`src/rtl/arpc_pkg.sv`:
```
// arp cache resolver package: payload types, register indexes, control types
`timescale 1ns / 1ps

package arpc_pkg;

    localparam int CACHE_ENTRIES_DEF = 8;

    localparam int IP_W  = 32;
    localparam int MAC_W = 48;
    localparam int CFG_IDX_W = 2;

    localparam logic [CFG_IDX_W-1:0] CFG_OWN_IP      = 2'd0;
    localparam logic [CFG_IDX_W-1:0] CFG_GATEWAY_IP  = 2'd1;
    localparam logic [CFG_IDX_W-1:0] CFG_SUBNET_MASK = 2'd2;

    localparam logic [IP_W-1:0] OWN_IP_RST      = 32'd167772687;
    localparam logic [IP_W-1:0] GATEWAY_IP_RST  = 32'd167772674;
    localparam logic [IP_W-1:0] SUBNET_MASK_RST = 32'd4294967040;

    localparam logic CMD_LEARN   = 1'b0;
    localparam logic CMD_RESOLVE = 1'b1;

    typedef struct packed {
        logic              command;
        logic [IP_W-1:0]   ip_addr;
        logic [MAC_W-1:0]  mac_addr;
    } t_in_item;

    typedef struct packed {
        logic              hit;
        logic [MAC_W-1:0]  resolved_mac;
        logic              send_request;
        logic [IP_W-1:0]   target_ip;
    } t_out_item;

    // controller to datapath
    typedef struct packed {
        logic load;
        logic scan_issue;
        logic write_entry;
        logic out_load;
    } t_dp_cmd;

    // datapath to controller
    typedef struct packed {
        logic is_resolve;
        logic scan_last;
        logic out_free;
    } t_dp_stat;

endpackage

```
`src/rtl/arpc_ctrl.sv`:
```
// arp cache resolver controller: sequences load, scan, write and result
`timescale 1ns / 1ps

module arpc_ctrl (
    input  logic               i_clk,
    input  logic               i_rst_n,
    input  logic               i_in_valid,
    output logic               o_in_ready,
    input  arpc_pkg::t_dp_stat i_stat,
    output arpc_pkg::t_dp_cmd  o_cmd
);

    typedef enum logic [4:0] {
        S_IDLE   = 5'b00001,
        S_SCAN   = 5'b00010,
        S_LAST   = 5'b00100,
        S_WRITE  = 5'b01000,
        S_RESULT = 5'b10000
    } t_state;

    t_state r_state, n_state;

    always_ff @(posedge i_clk) begin
        if (!i_rst_n) begin
            r_state <= S_IDLE;
        end else begin
            r_state <= n_state;
        end
    end

    always_comb begin
        n_state           = r_state;
        o_cmd             = '0;
        o_in_ready        = 1'b0;
        unique case (r_state)
            // no beat is taken while reset is held
            S_IDLE: begin
                o_in_ready = i_rst_n;
                if (i_in_valid && i_rst_n) begin
                    o_cmd.load = 1'b1;
                    n_state    = S_SCAN;
                end
            end
            S_SCAN: begin
                o_cmd.scan_issue = 1'b1;
                if (i_stat.scan_last) begin
                    n_state = S_LAST;
                end
            end
            // last compare lands here
            S_LAST: begin
                n_state = i_stat.is_resolve ? S_RESULT : S_WRITE;
            end
            S_WRITE: begin
                o_cmd.write_entry = 1'b1;
                n_state           = S_IDLE;
            end
            S_RESULT: begin
                if (i_stat.out_free) begin
                    o_cmd.out_load = 1'b1;
                    n_state        = S_IDLE;
                end
            end
            default: begin
                n_state = S_IDLE;
            end
        endcase
    end

endmodule

```
`src/rtl/arpc_datapath.sv`:
```
// arp cache resolver datapath: config, entry store, scan compare, output register
`timescale 1ns / 1ps

module arpc_datapath #(
    parameter int CACHE_ENTRIES = arpc_pkg::CACHE_ENTRIES_DEF
) (
    input  logic                                i_clk,
    input  logic                                i_rst_n,
    input  logic                                i_cfg_we,
    input  logic [arpc_pkg::CFG_IDX_W-1:0]      i_cfg_index,
    input  logic [arpc_pkg::IP_W-1:0]           i_cfg_data,
    input  arpc_pkg::t_in_item                  i_in_data,
    output logic                                o_out_valid,
    input  logic                                i_out_ready,
    output arpc_pkg::t_out_item                 o_out_data,
    input  arpc_pkg::t_dp_cmd                   i_cmd,
    output arpc_pkg::t_dp_stat                  o_stat
);

    localparam int IDX_W   = (CACHE_ENTRIES > 1) ? $clog2(CACHE_ENTRIES) : 1;
    localparam int CNT_W   = (CACHE_ENTRIES > 1) ? $clog2(CACHE_ENTRIES) : 1;
    localparam int ENTRY_W = arpc_pkg::IP_W + arpc_pkg::MAC_W;
    localparam logic [CNT_W-1:0] LAST_CNT = CNT_W'(CACHE_ENTRIES - 1);

    // configuration
    logic [arpc_pkg::IP_W-1:0] r_own_ip, r_gateway_ip, r_subnet_mask;

    always_ff @(posedge i_clk) begin
        if (!i_rst_n) begin
            r_own_ip      <= arpc_pkg::OWN_IP_RST;
            r_gateway_ip  <= arpc_pkg::GATEWAY_IP_RST;
            r_subnet_mask <= arpc_pkg::SUBNET_MASK_RST;
        end else if (i_cfg_we) begin
            unique case (i_cfg_index)
                arpc_pkg::CFG_OWN_IP:      r_own_ip      <= i_cfg_data;
                arpc_pkg::CFG_GATEWAY_IP:  r_gateway_ip  <= i_cfg_data;
                arpc_pkg::CFG_SUBNET_MASK: r_subnet_mask <= i_cfg_data;
                default: ;
            endcase
        end
    end

    // captured item; target chosen at load
    logic                       r_command;
    logic [arpc_pkg::IP_W-1:0]  r_target;
    logic [arpc_pkg::MAC_W-1:0] r_mac;
    logic                       off_link;

    assign off_link = ((i_in_data.ip_addr ^ r_own_ip) & r_subnet_mask) != '0;

    always_ff @(posedge i_clk) begin
        if (i_cmd.load) begin
            r_command <= i_in_data.command;
            r_mac     <= i_in_data.mac_addr;
            if (i_in_data.command == arpc_pkg::CMD_RESOLVE && off_link) begin
                r_target <= r_gateway_ip;
            end else begin
                r_target <= i_in_data.ip_addr;
            end
        end
    end

    // scan counter and read stage
    logic [CNT_W-1:0]             r_cnt;
    logic [IDX_W-1:0]             rd_idx;
    logic                         r_pipe_vld;
    logic [IDX_W-1:0]             r_pipe_idx;
    logic                         r_pipe_ent_vld;
    logic [ENTRY_W-1:0]           r_rd_data;
    logic [CACHE_ENTRIES-1:0]     r_valid;
    logic [ENTRY_W-1:0]           mem [CACHE_ENTRIES];

    assign rd_idx = r_cnt[IDX_W-1:0];

    always_ff @(posedge i_clk) begin
        if (!i_rst_n) begin
            r_cnt      <= '0;
            r_pipe_vld <= 1'b0;
        end else begin
            if (i_cmd.load) begin
                r_cnt <= '0;
            end else if (i_cmd.scan_issue) begin
                r_cnt <= r_cnt + 1'b1;
            end
            r_pipe_vld <= i_cmd.scan_issue;
        end
    end

    always_ff @(posedge i_clk) begin
        r_pipe_idx     <= rd_idx;
        r_pipe_ent_vld <= r_valid[rd_idx];
    end

    // compare stage: lowest valid match, lowest free slot
    logic                       r_found, r_free_found;
    logic [IDX_W-1:0]           r_found_idx, r_free_idx;
    logic [arpc_pkg::MAC_W-1:0] r_found_mac;
    logic                       match;

    assign match = r_pipe_ent_vld &&
                   (r_rd_data[ENTRY_W-1 -: arpc_pkg::IP_W] == r_target);

    always_ff @(posedge i_clk) begin
        if (!i_rst_n) begin
            r_found      <= 1'b0;
            r_free_found <= 1'b0;
        end else if (i_cmd.load) begin
            r_found      <= 1'b0;
            r_free_found <= 1'b0;
        end else if (r_pipe_vld) begin
            if (match && !r_found) begin
                r_found <= 1'b1;
            end
            if (!r_pipe_ent_vld && !r_free_found) begin
                r_free_found <= 1'b1;
            end
        end
    end

    always_ff @(posedge i_clk) begin
        if (r_pipe_vld && match && !r_found) begin
            r_found_idx <= r_pipe_idx;
            r_found_mac <= r_rd_data[arpc_pkg::MAC_W-1:0];
        end
        if (r_pipe_vld && !r_pipe_ent_vld && !r_free_found) begin
            r_free_idx <= r_pipe_idx;
        end
    end

    // learn slot: known entry, else first free, else entry 0
    logic [IDX_W-1:0] wr_idx;

    always_comb begin
        if (r_found) begin
            wr_idx = r_found_idx;
        end else if (r_free_found) begin
            wr_idx = r_free_idx;
        end else begin
            wr_idx = '0;
        end
    end

    always_ff @(posedge i_clk) begin
        if (i_cmd.write_entry) begin
            mem[wr_idx] <= {r_target, r_mac};
        end
        r_rd_data <= mem[rd_idx];
    end

    always_ff @(posedge i_clk) begin
        if (!i_rst_n) begin
            r_valid <= '0;
        end else if (i_cmd.write_entry) begin
            r_valid[wr_idx] <= 1'b1;
        end
    end

    // output register
    logic                r_out_vld;
    arpc_pkg::t_out_item r_out;

    always_ff @(posedge i_clk) begin
        if (!i_rst_n) begin
            r_out_vld <= 1'b0;
        end else if (i_cmd.out_load) begin
            r_out_vld <= 1'b1;
        end else if (i_out_ready) begin
            r_out_vld <= 1'b0;
        end
    end

    always_ff @(posedge i_clk) begin
        if (i_cmd.out_load) begin
            r_out.hit          <= r_found;
            r_out.resolved_mac <= r_found ? r_found_mac : '0;
            r_out.send_request <= !r_found;
            r_out.target_ip    <= r_target;
        end
    end

    assign o_out_valid = r_out_vld;
    assign o_out_data  = r_out;

    assign o_stat.is_resolve = (r_command == arpc_pkg::CMD_RESOLVE);
    assign o_stat.scan_last  = (r_cnt == LAST_CNT);
    assign o_stat.out_free   = !r_out_vld || i_out_ready;

endmodule

```
`src/rtl/arp_cache_resolver.sv`:
```
// arp cache resolver top level: controller plus datapath
// flow: after acceptance the scan reads every entry in turn, then the last compare,
// then write or result, then the idle state; the scan reads one entry per cycle,
// and a new beat is taken only once the controller is back in idle
// a learn beat goes through write and gives no result; a stalled result holds off input
// reset clears all valid bits, control state and loads the default configuration
`timescale 1ns / 1ps

module arp_cache_resolver #(
    parameter int CACHE_ENTRIES = arpc_pkg::CACHE_ENTRIES_DEF
) (
    input  logic                           i_clk,
    input  logic                           i_rst_n,
    input  logic                           i_cfg_we,
    input  logic [arpc_pkg::CFG_IDX_W-1:0] i_cfg_index,
    input  logic [arpc_pkg::IP_W-1:0]      i_cfg_data,
    input  logic                           i_in_valid,
    output logic                           o_in_ready,
    input  arpc_pkg::t_in_item             i_in_data,
    output logic                           o_out_valid,
    input  logic                           i_out_ready,
    output arpc_pkg::t_out_item            o_out_data
);

    arpc_pkg::t_dp_cmd  dp_cmd;
    arpc_pkg::t_dp_stat dp_stat;

    arpc_ctrl u_ctrl (
        .i_clk      (i_clk),
        .i_rst_n    (i_rst_n),
        .i_in_valid (i_in_valid),
        .o_in_ready (o_in_ready),
        .i_stat     (dp_stat),
        .o_cmd      (dp_cmd)
    );

    arpc_datapath #(
        .CACHE_ENTRIES (CACHE_ENTRIES)
    ) u_datapath (
        .i_clk       (i_clk),
        .i_rst_n     (i_rst_n),
        .i_cfg_we    (i_cfg_we),
        .i_cfg_index (i_cfg_index),
        .i_cfg_data  (i_cfg_data),
        .i_in_data   (i_in_data),
        .o_out_valid (o_out_valid),
        .i_out_ready (i_out_ready),
        .o_out_data  (o_out_data),
        .i_cmd       (dp_cmd),
        .o_stat      (dp_stat)
    );

endmodule

```
`config.mk`:
```
export PLATFORM = sky130hd
export DESIGN_NAME = arp_cache_resolver
export DESIGN_NICKNAME = d
export VERILOG_FILES = /design/src/rtl/arpc_pkg.sv /design/src/rtl/arpc_ctrl.sv /design/src/rtl/arpc_datapath.sv /design/src/rtl/arp_cache_resolver.sv
export SDC_FILE = /design/constraint.sdc
export NUM_CORES = 1
export LEC_CHECK = 0
export ABC_AREA = 1
export BUFFER_PORTS_ARGS = -buffer_cell sky130_fd_sc_hd__buf_4
export CORE_ASPECT_RATIO = 2
export CORE_UTILIZATION = 55
export CTS_CLUSTER_DIAMETER = 100
export CTS_CLUSTER_SIZE = 40
export DETAILED_ROUTE_END_ITERATION = 10
export PLACE_DENSITY = 0.76
export RECOVER_POWER = 50
export SKIP_LAST_GASP = 1
export SYNTH_ARGS = -nofsm -noshare
export SYNTH_HDL_FRONTEND = slang
export SYNTH_HIERARCHICAL = 1
export SYNTH_SLANG_ARGS = --single-unit
```
`constraint.sdc`:
```
create_clock -name i_clk -period 7.4 [get_ports i_clk]
set_clock_uncertainty 0.2 [all_clocks]
set_input_delay 0.37 -clock i_clk [delete_from_list [all_inputs] [get_ports i_clk]]
set_output_delay 0.37 -clock i_clk [all_outputs]
set_load 0.05 [all_outputs]
```
Word level (Yosys, flattened, before mapping)

Memory sizes are Yosys's and may differ from the RTL's. A register that Yosys moved wholly into a read port is not among the register bits.
Cells that the tools add are included.

Bits in registers: 337
Memory bits (writable): 640
Input port bits: 120
Output and inout bits: 84
Logic and storage cells: 91
Memories kept: 1

Memories:

| name           | words | width | rd ports | clocked after Yosys merged registers in | write ports | line                | text |
|---|---|---|---|---|---|---|---|
| u_datapath.mem | 8     | 80    | 1        | 1                                       | 1           | arpc_datapath.sv:71 | `logic [ENTRY_W-1:0] mem [CACHE_ENTRIES];` |

Add/subtract/negate cells: 1
Order comparisons: 3
Eq/ne operators: 12
Muxes and demuxes: 23
Bitwise operators: 4
Reductions and logical operators: 25

Operators with widths:

| kind                                                                          | number |
|---|---|
| 32-bit AND                                                                    | 1 |
| 32-bit equality test                                                          | 1 |
| 32-bit 2-to-1 mux                                                             | 1 |
| 32-bit nonzero test                                                           | 1 |
| 32-bit XOR                                                                    | 1 |
| 5-bit 2-to-1 mux                                                              | 4 |
| 5-bit one-hot mux with 4 select lines                                         | 1 |
| 1-bit 2-to-1 mux                                                              | 13 |
| 1-bit logical AND                                                             | 10 |
| 2-bit AND reduction                                                           | 5 |
| 3-bit by 4-bit less-than comparator with 1-bit output (second input constant) | 2 |
| 8-bit OR                                                                      | 1 |
| 3-bit 2-to-1 mux                                                              | 2 |
| 5-bit by 1-bit equality test with 1-bit output (second input constant)        | 1 |
| 5-bit by 2-bit equality test with 1-bit output (second input constant)        | 1 |
| 5-bit by 3-bit equality test with 1-bit output (second input constant)        | 1 |
| 5-bit by 4-bit equality test with 1-bit output (second input constant)        | 1 |
| 5-bit equality test (second input constant)                                   | 1 |
| 1-bit logical NOT                                                             | 4 |
| 2-bit inequality test (second input constant)                                 | 2 |
| 3-bit by 1-bit adder with 3-bit output (second input constant)                | 1 |
| 1-bit binary-select mux with 3-bit select                                     | 1 |
| 1-bit demux with 3-bit select                                                 | 1 |
| 3-bit equality test (second input constant)                                   | 1 |
| 10 further kinds                                                              | 10 |

Longest topological paths before layout

Depth after elaboration: 7
Mapped depth: 12
Mapped depth without buffers: 11

Hierarchy

Netlist, hierarchy kept.

By module, submodules not included:

| module        | times used | cells each | area an instance (um2) | sequential area each (um2) |
|---|---|---|---|---|
| arpc_datapath | 1          | 3165       | 39071.2                | 29638.4 |
| arpc_ctrl     | 1          | 43         | 304.0                  | 100.1 |

Worst setup path after synthesis

No wires, ideal clock.

Path type: register to register
Start point: register u_datapath.r_found
End point: memory u_datapath/mem[6][0] (netlist bit), enable pin
Setup time: 620 ps
Arrival: 6301 ps
Data required time: 6580 ps
Setup slack: 280 ps
Cell stages (with the launch flop): 9
Path buffers: 1
Period minus slack after synthesis: 7120 ps
Cell sequence: dfxtp_1 > buf_2 > inv_2 > nand2_1 > inv_1 > a22oi_1 > inv_1 > nand2_1 > nor3_1

Longest elaborated chain between the ends: 1

RTL lines:

| item                   | line                 | text |
|---|---|---|
| start, declared        | arpc_datapath.sv:95  | `logic r_found, r_free_found;` |
| start signal, assigned | arpc_datapath.sv:105 | `r_found <= 1'b0;` |
| start signal, assigned | arpc_datapath.sv:108 | `r_found <= 1'b0;` |
| start signal, assigned | arpc_datapath.sv:112 | `r_found <= 1'b1;` |
| 3-bit 2-to-1 mux       | arpc_datapath.sv:134 | `if (r_found) begin` |
| end, declared          | arpc_datapath.sv:71  |  |

Every way passes these cells.

Final worst setup path

Start point: input port i_rst_n
End point: register u_datapath.r_found

Longest elaborated chain between the ends: 4
Elaborated cells on any way between the ends: 5
Those cells by class: 2 x mux; 1 x bitwise; 2 x reduce/logical

RTL lines:

| item                                    | line                     | text |
|---|---|---|
| start, declared                         | arp_cache_resolver.sv:13 | `input logic i_rst_n,` |
| 1-bit logical AND                       | arpc_ctrl.sv:39          | `if (i_in_valid && i_rst_n) begin` |
| 1-bit 2-to-1 mux                        | arpc_ctrl.sv:39          |  |
| 1-bit 2-to-1 mux                        | arpc_ctrl.sv:35          | `unique case (r_state)` |
| 2-bit OR reduction (no source line) (*) | n/a                      |  |

Every way passes the cells marked *; elsewhere a longest branch is shown, timed or not.
A chain may end at the register's enable or synchronous reset.

==> summary.txt <==
Cells and area
  – Area grow syn2layout: 9.49%
  – Most frequent cells in the layout: 857 x edfxtp_1, 687 x nor2_1, 351 x nand2_1
  – Final nets: 3540
  – Finished layout cell area: 43100 sq um
  – Fillcell total: 5466
  – Most common cell after layout, fill and taps aside: edfxtp_1
  – Ratio of cells with drive above 1 in the final layout: 5.64%
  – Post-route insts no fill: 4353

Timing
  – Final hold vios: 0
  – Final Setup Violations: 0
  – Slew HR: -155%
  – Final Slew Violations: 439
  – F_max: 0.190 GHz
  – Unrepaired setup endpoints after global routing: no
  – Final worst path period need: 5260 ps
  – Worst hold slack: 138 ps
  – Tightest Pin Transition: 3830 ps
  – Setup total negative slack: 0 ps
  – Fin crit share: 71.1%

Floorplanning
  – Site row count: 138
  – Die Y: 380 um
  – I/O pins: 204
  – Core ar.: 70800 sq um
  – Chip Width: 191 um
  – Starting Density: 55.6%
  – Die area: 72700 sq um

Place
  – Routability cong.: 0.855
  – Port bufs: 203
  – Detail Placement HPWL: 51100 um
  – Total placed cells including tap cells: 4179
  – Cell Area, Placed: 41400 sq um

Logic synthesis
  – Synth Area in XOR/XNOR: 0.245%
  – Yosys Warn Count: 6
  – Seq/Total Area, Yosys: 75.5%
  – Number of flops mapped to enable cells by yosys: 857
  – Syn_nets: 3330
  – Compound-gate portion of the synthesized area: 8.30%
  – Mean Syn Cell Area: 12.3 sq um
  – Cell taking the most area after synthesis: edfxtp_1
  – Adder-Cell Fraction of Synth Area: 0.0636%
  – Proportion of synthesized area in mux cells: 0%
  – Cell count after synthesis: 3208
  – Top_reg_cell synth: edfxtp_1
  – Main area contributors after synthesis: edfxtp_1 65%, dfxtp_1 10%, nor2_1 6.5%, o21ai_0 4.0%, nand2_1 3.3%
  – Largest family of logic cells by synthesized area: simple AND/OR/NAND/NOR gates
  – Asr flop ratio synth: 0%
  – Post-synthesis sequential element count: 1057
  – Yosys top cell area share: 65.4%
  – Synthesized area: 39400 sq um
  – Cell variety after synth: 43
  – Post-Synth Simple-Gate Area: 11.9%

Clocking
  – Num CTS Buffers: 30
  – # clock sinks: 1057
  – Clk_lat worst skew: 650 ps
  – TritonCTS clock tree: yes
  – Clock tree buffer depth: 3
  – CTS H-tree lvls: 1
  – CTS resizes: 0
  – Clock-pin slew on the worst setup and hold paths: 140 ps
  – CTS root buf: clkbuf_16

Pwr
  – LEAKAGE: 15.4 nW
  – Power Total: 0.00933 W
  – VDD IR max: 0.199 mV
  – PwrDens: 216 nW/um^2

Route
  – Drt drc: 0
  – WL per Instance: 20.0 um
  – First-pass DRT Iterations: 5
  – Vias per cell: 5.64
  – Top routing layer in use: met4
  – Via count: 24500
  – Met1 Wirelength: 32300 um
  – Met3 wire length: 4770 um
  – Initial DRC count: 2443
  – Wire length on met2: 46400 um
  – Final WL: 87000 um
  – Detail Route Antenna Nets: 0

GRT
  – Largest net degree at the start of global routing: 159
  – GRT Resource Usage Total: 23.6%
  – Initial antenna violation count: 1
  – Total grt overflow: 0
  – Vias in the first global route: 24000
  – First-pass GRT wire length: 131000 um

Critical path
  – Data arrival, critical path: 5590 ps
  – Critical path launch point type: primary input
  – Crit path kind: in2reg
  – CP Capture Type: register
  – Critical Path Fanout Max: 95
  – CP required: 7740 ps
  – Flop2flop setup slack: 2200 ps

Run
  – Max-cap violation count: 9

Worst hold path
  – Hold crit path type: in2reg

Run status
  – Status: complete, but fails checks
  – Failing checks: max-capacitance violations, max-slew violations
[metal layers]
metal  track usage, %  vias to the layer above
met1             28.0                    11900
li1                 -                    11500
met2             43.3                      894
met3             2.21                      174
met5                0                        -
met4             9.77                        0
[flip-flops by register name (all words and copies together), names as in the netlist]
signal / flops
u_datapath/r_target: 32
u_datapath/r_free_found: 1
u_datapath/r_mac: 48
u_datapath/r_pipe_vld: 1
u_datapath/r_own_ip: 32
u_datapath/r_found_mac: 48
u_datapath/o_out_data: 82
u_datapath/r_pipe_idx: 3
u_datapath/r_subnet_mask: 32
u_ctrl/r_state: 5
u_datapath/r_pipe_ent_vld: 1
u_datapath/r_command: 1
u_datapath/r_rd_data: 80
u_datapath/r_free_idx: 3
u_datapath/r_found: 1
u_datapath/o_out_valid: 1
u_datapath/mem: 640
u_datapath/r_cnt: 3
u_datapath/r_gateway_ip: 32
u_datapath/r_found_idx: 3
u_datapath/r_valid: 8
[critical path: stages]
cell and delay, ps:
clkbuf_1 2630, inv_1 1540, or2_2 720, a21oi_1 310
[cells by family after synthesis]
| group | after synthesis |
|---|---|
| xor+xnor | 11 |
| buf+inv | 356 |
| simple gates | 1177 |
| flops | 1057 |
| compound gates | 605 |
| fa+ha+maj | 2 |
[timing repair]
action	CTS	global route
setup buffers	0	0
hold endpoints to repair	181	0
hold buffers	117	0
[cell usage after synthesis (7+ instances only)]
library cell and instances:
nor2_1 687, nand2_1 350, buf_6 7, buf_1 16, o22ai_1 80, nand3_1 100
o21ai_1 77, clkbuf_1 84, a31oi_1 81, xnor2_1 8, buf_2 37, buf_4 23
nand4_1 12, inv_1 179, a21oi_1 42, dfxtp_1 200, edfxtp_1 857, o21ai_0 311
[area by class of cell]
cell class	count	area, sq um	share of cell area, %
Sequential cell	1057	29700	69.0
Multi-Input combinational cell	1795	8080	18.7
Timing Repair Buffer	348	2530	5.87
Tap cell	910	1140	2.64
Clock buffer	55	866	2.01
Inverter	186	721	1.67
Clock inverter	1	30.0	0.0697
Antenna cell	1	2.50	0.00580
[per-stage QoR]
| stage | utilization, % | worst slack [ps] |
|---|---|---|
| 5_1_grt | 60.9 | 1780 |
| 3_3_place_gp | 58.5 | 3830 |
| 3_5_place_dp | 58.5 | 3740 |
| 6_report | 60.9 | 2140 |
| 4_1_cts | 61.5 | 3720 |
| 2_1_floorplan | - | 280 |
[worst paths after layout]
kind         depth (start not counted)                startpoint                         end
max                                  4                   i_rst_n          u_datapath/r_found
min                                  4            i_cfg_index[1]     u_datapath/r_own_ip[24]
min reg2reg                          0  u_datapath/r_rd_data[35]  u_datapath/r_found_mac[35]
max reg2reg                         10        u_datapath/r_found       u_datapath/mem[5][42]
[report_power, final]
part	switching [W]	total, W	internal, W
clock	0.00158	0.00240	0.000816
sequential	0.0000903	0.00656	0.00647
combinational	0.000212	0.000368	0.000156
Note: power is estimated with default switching activity, not from simulation.
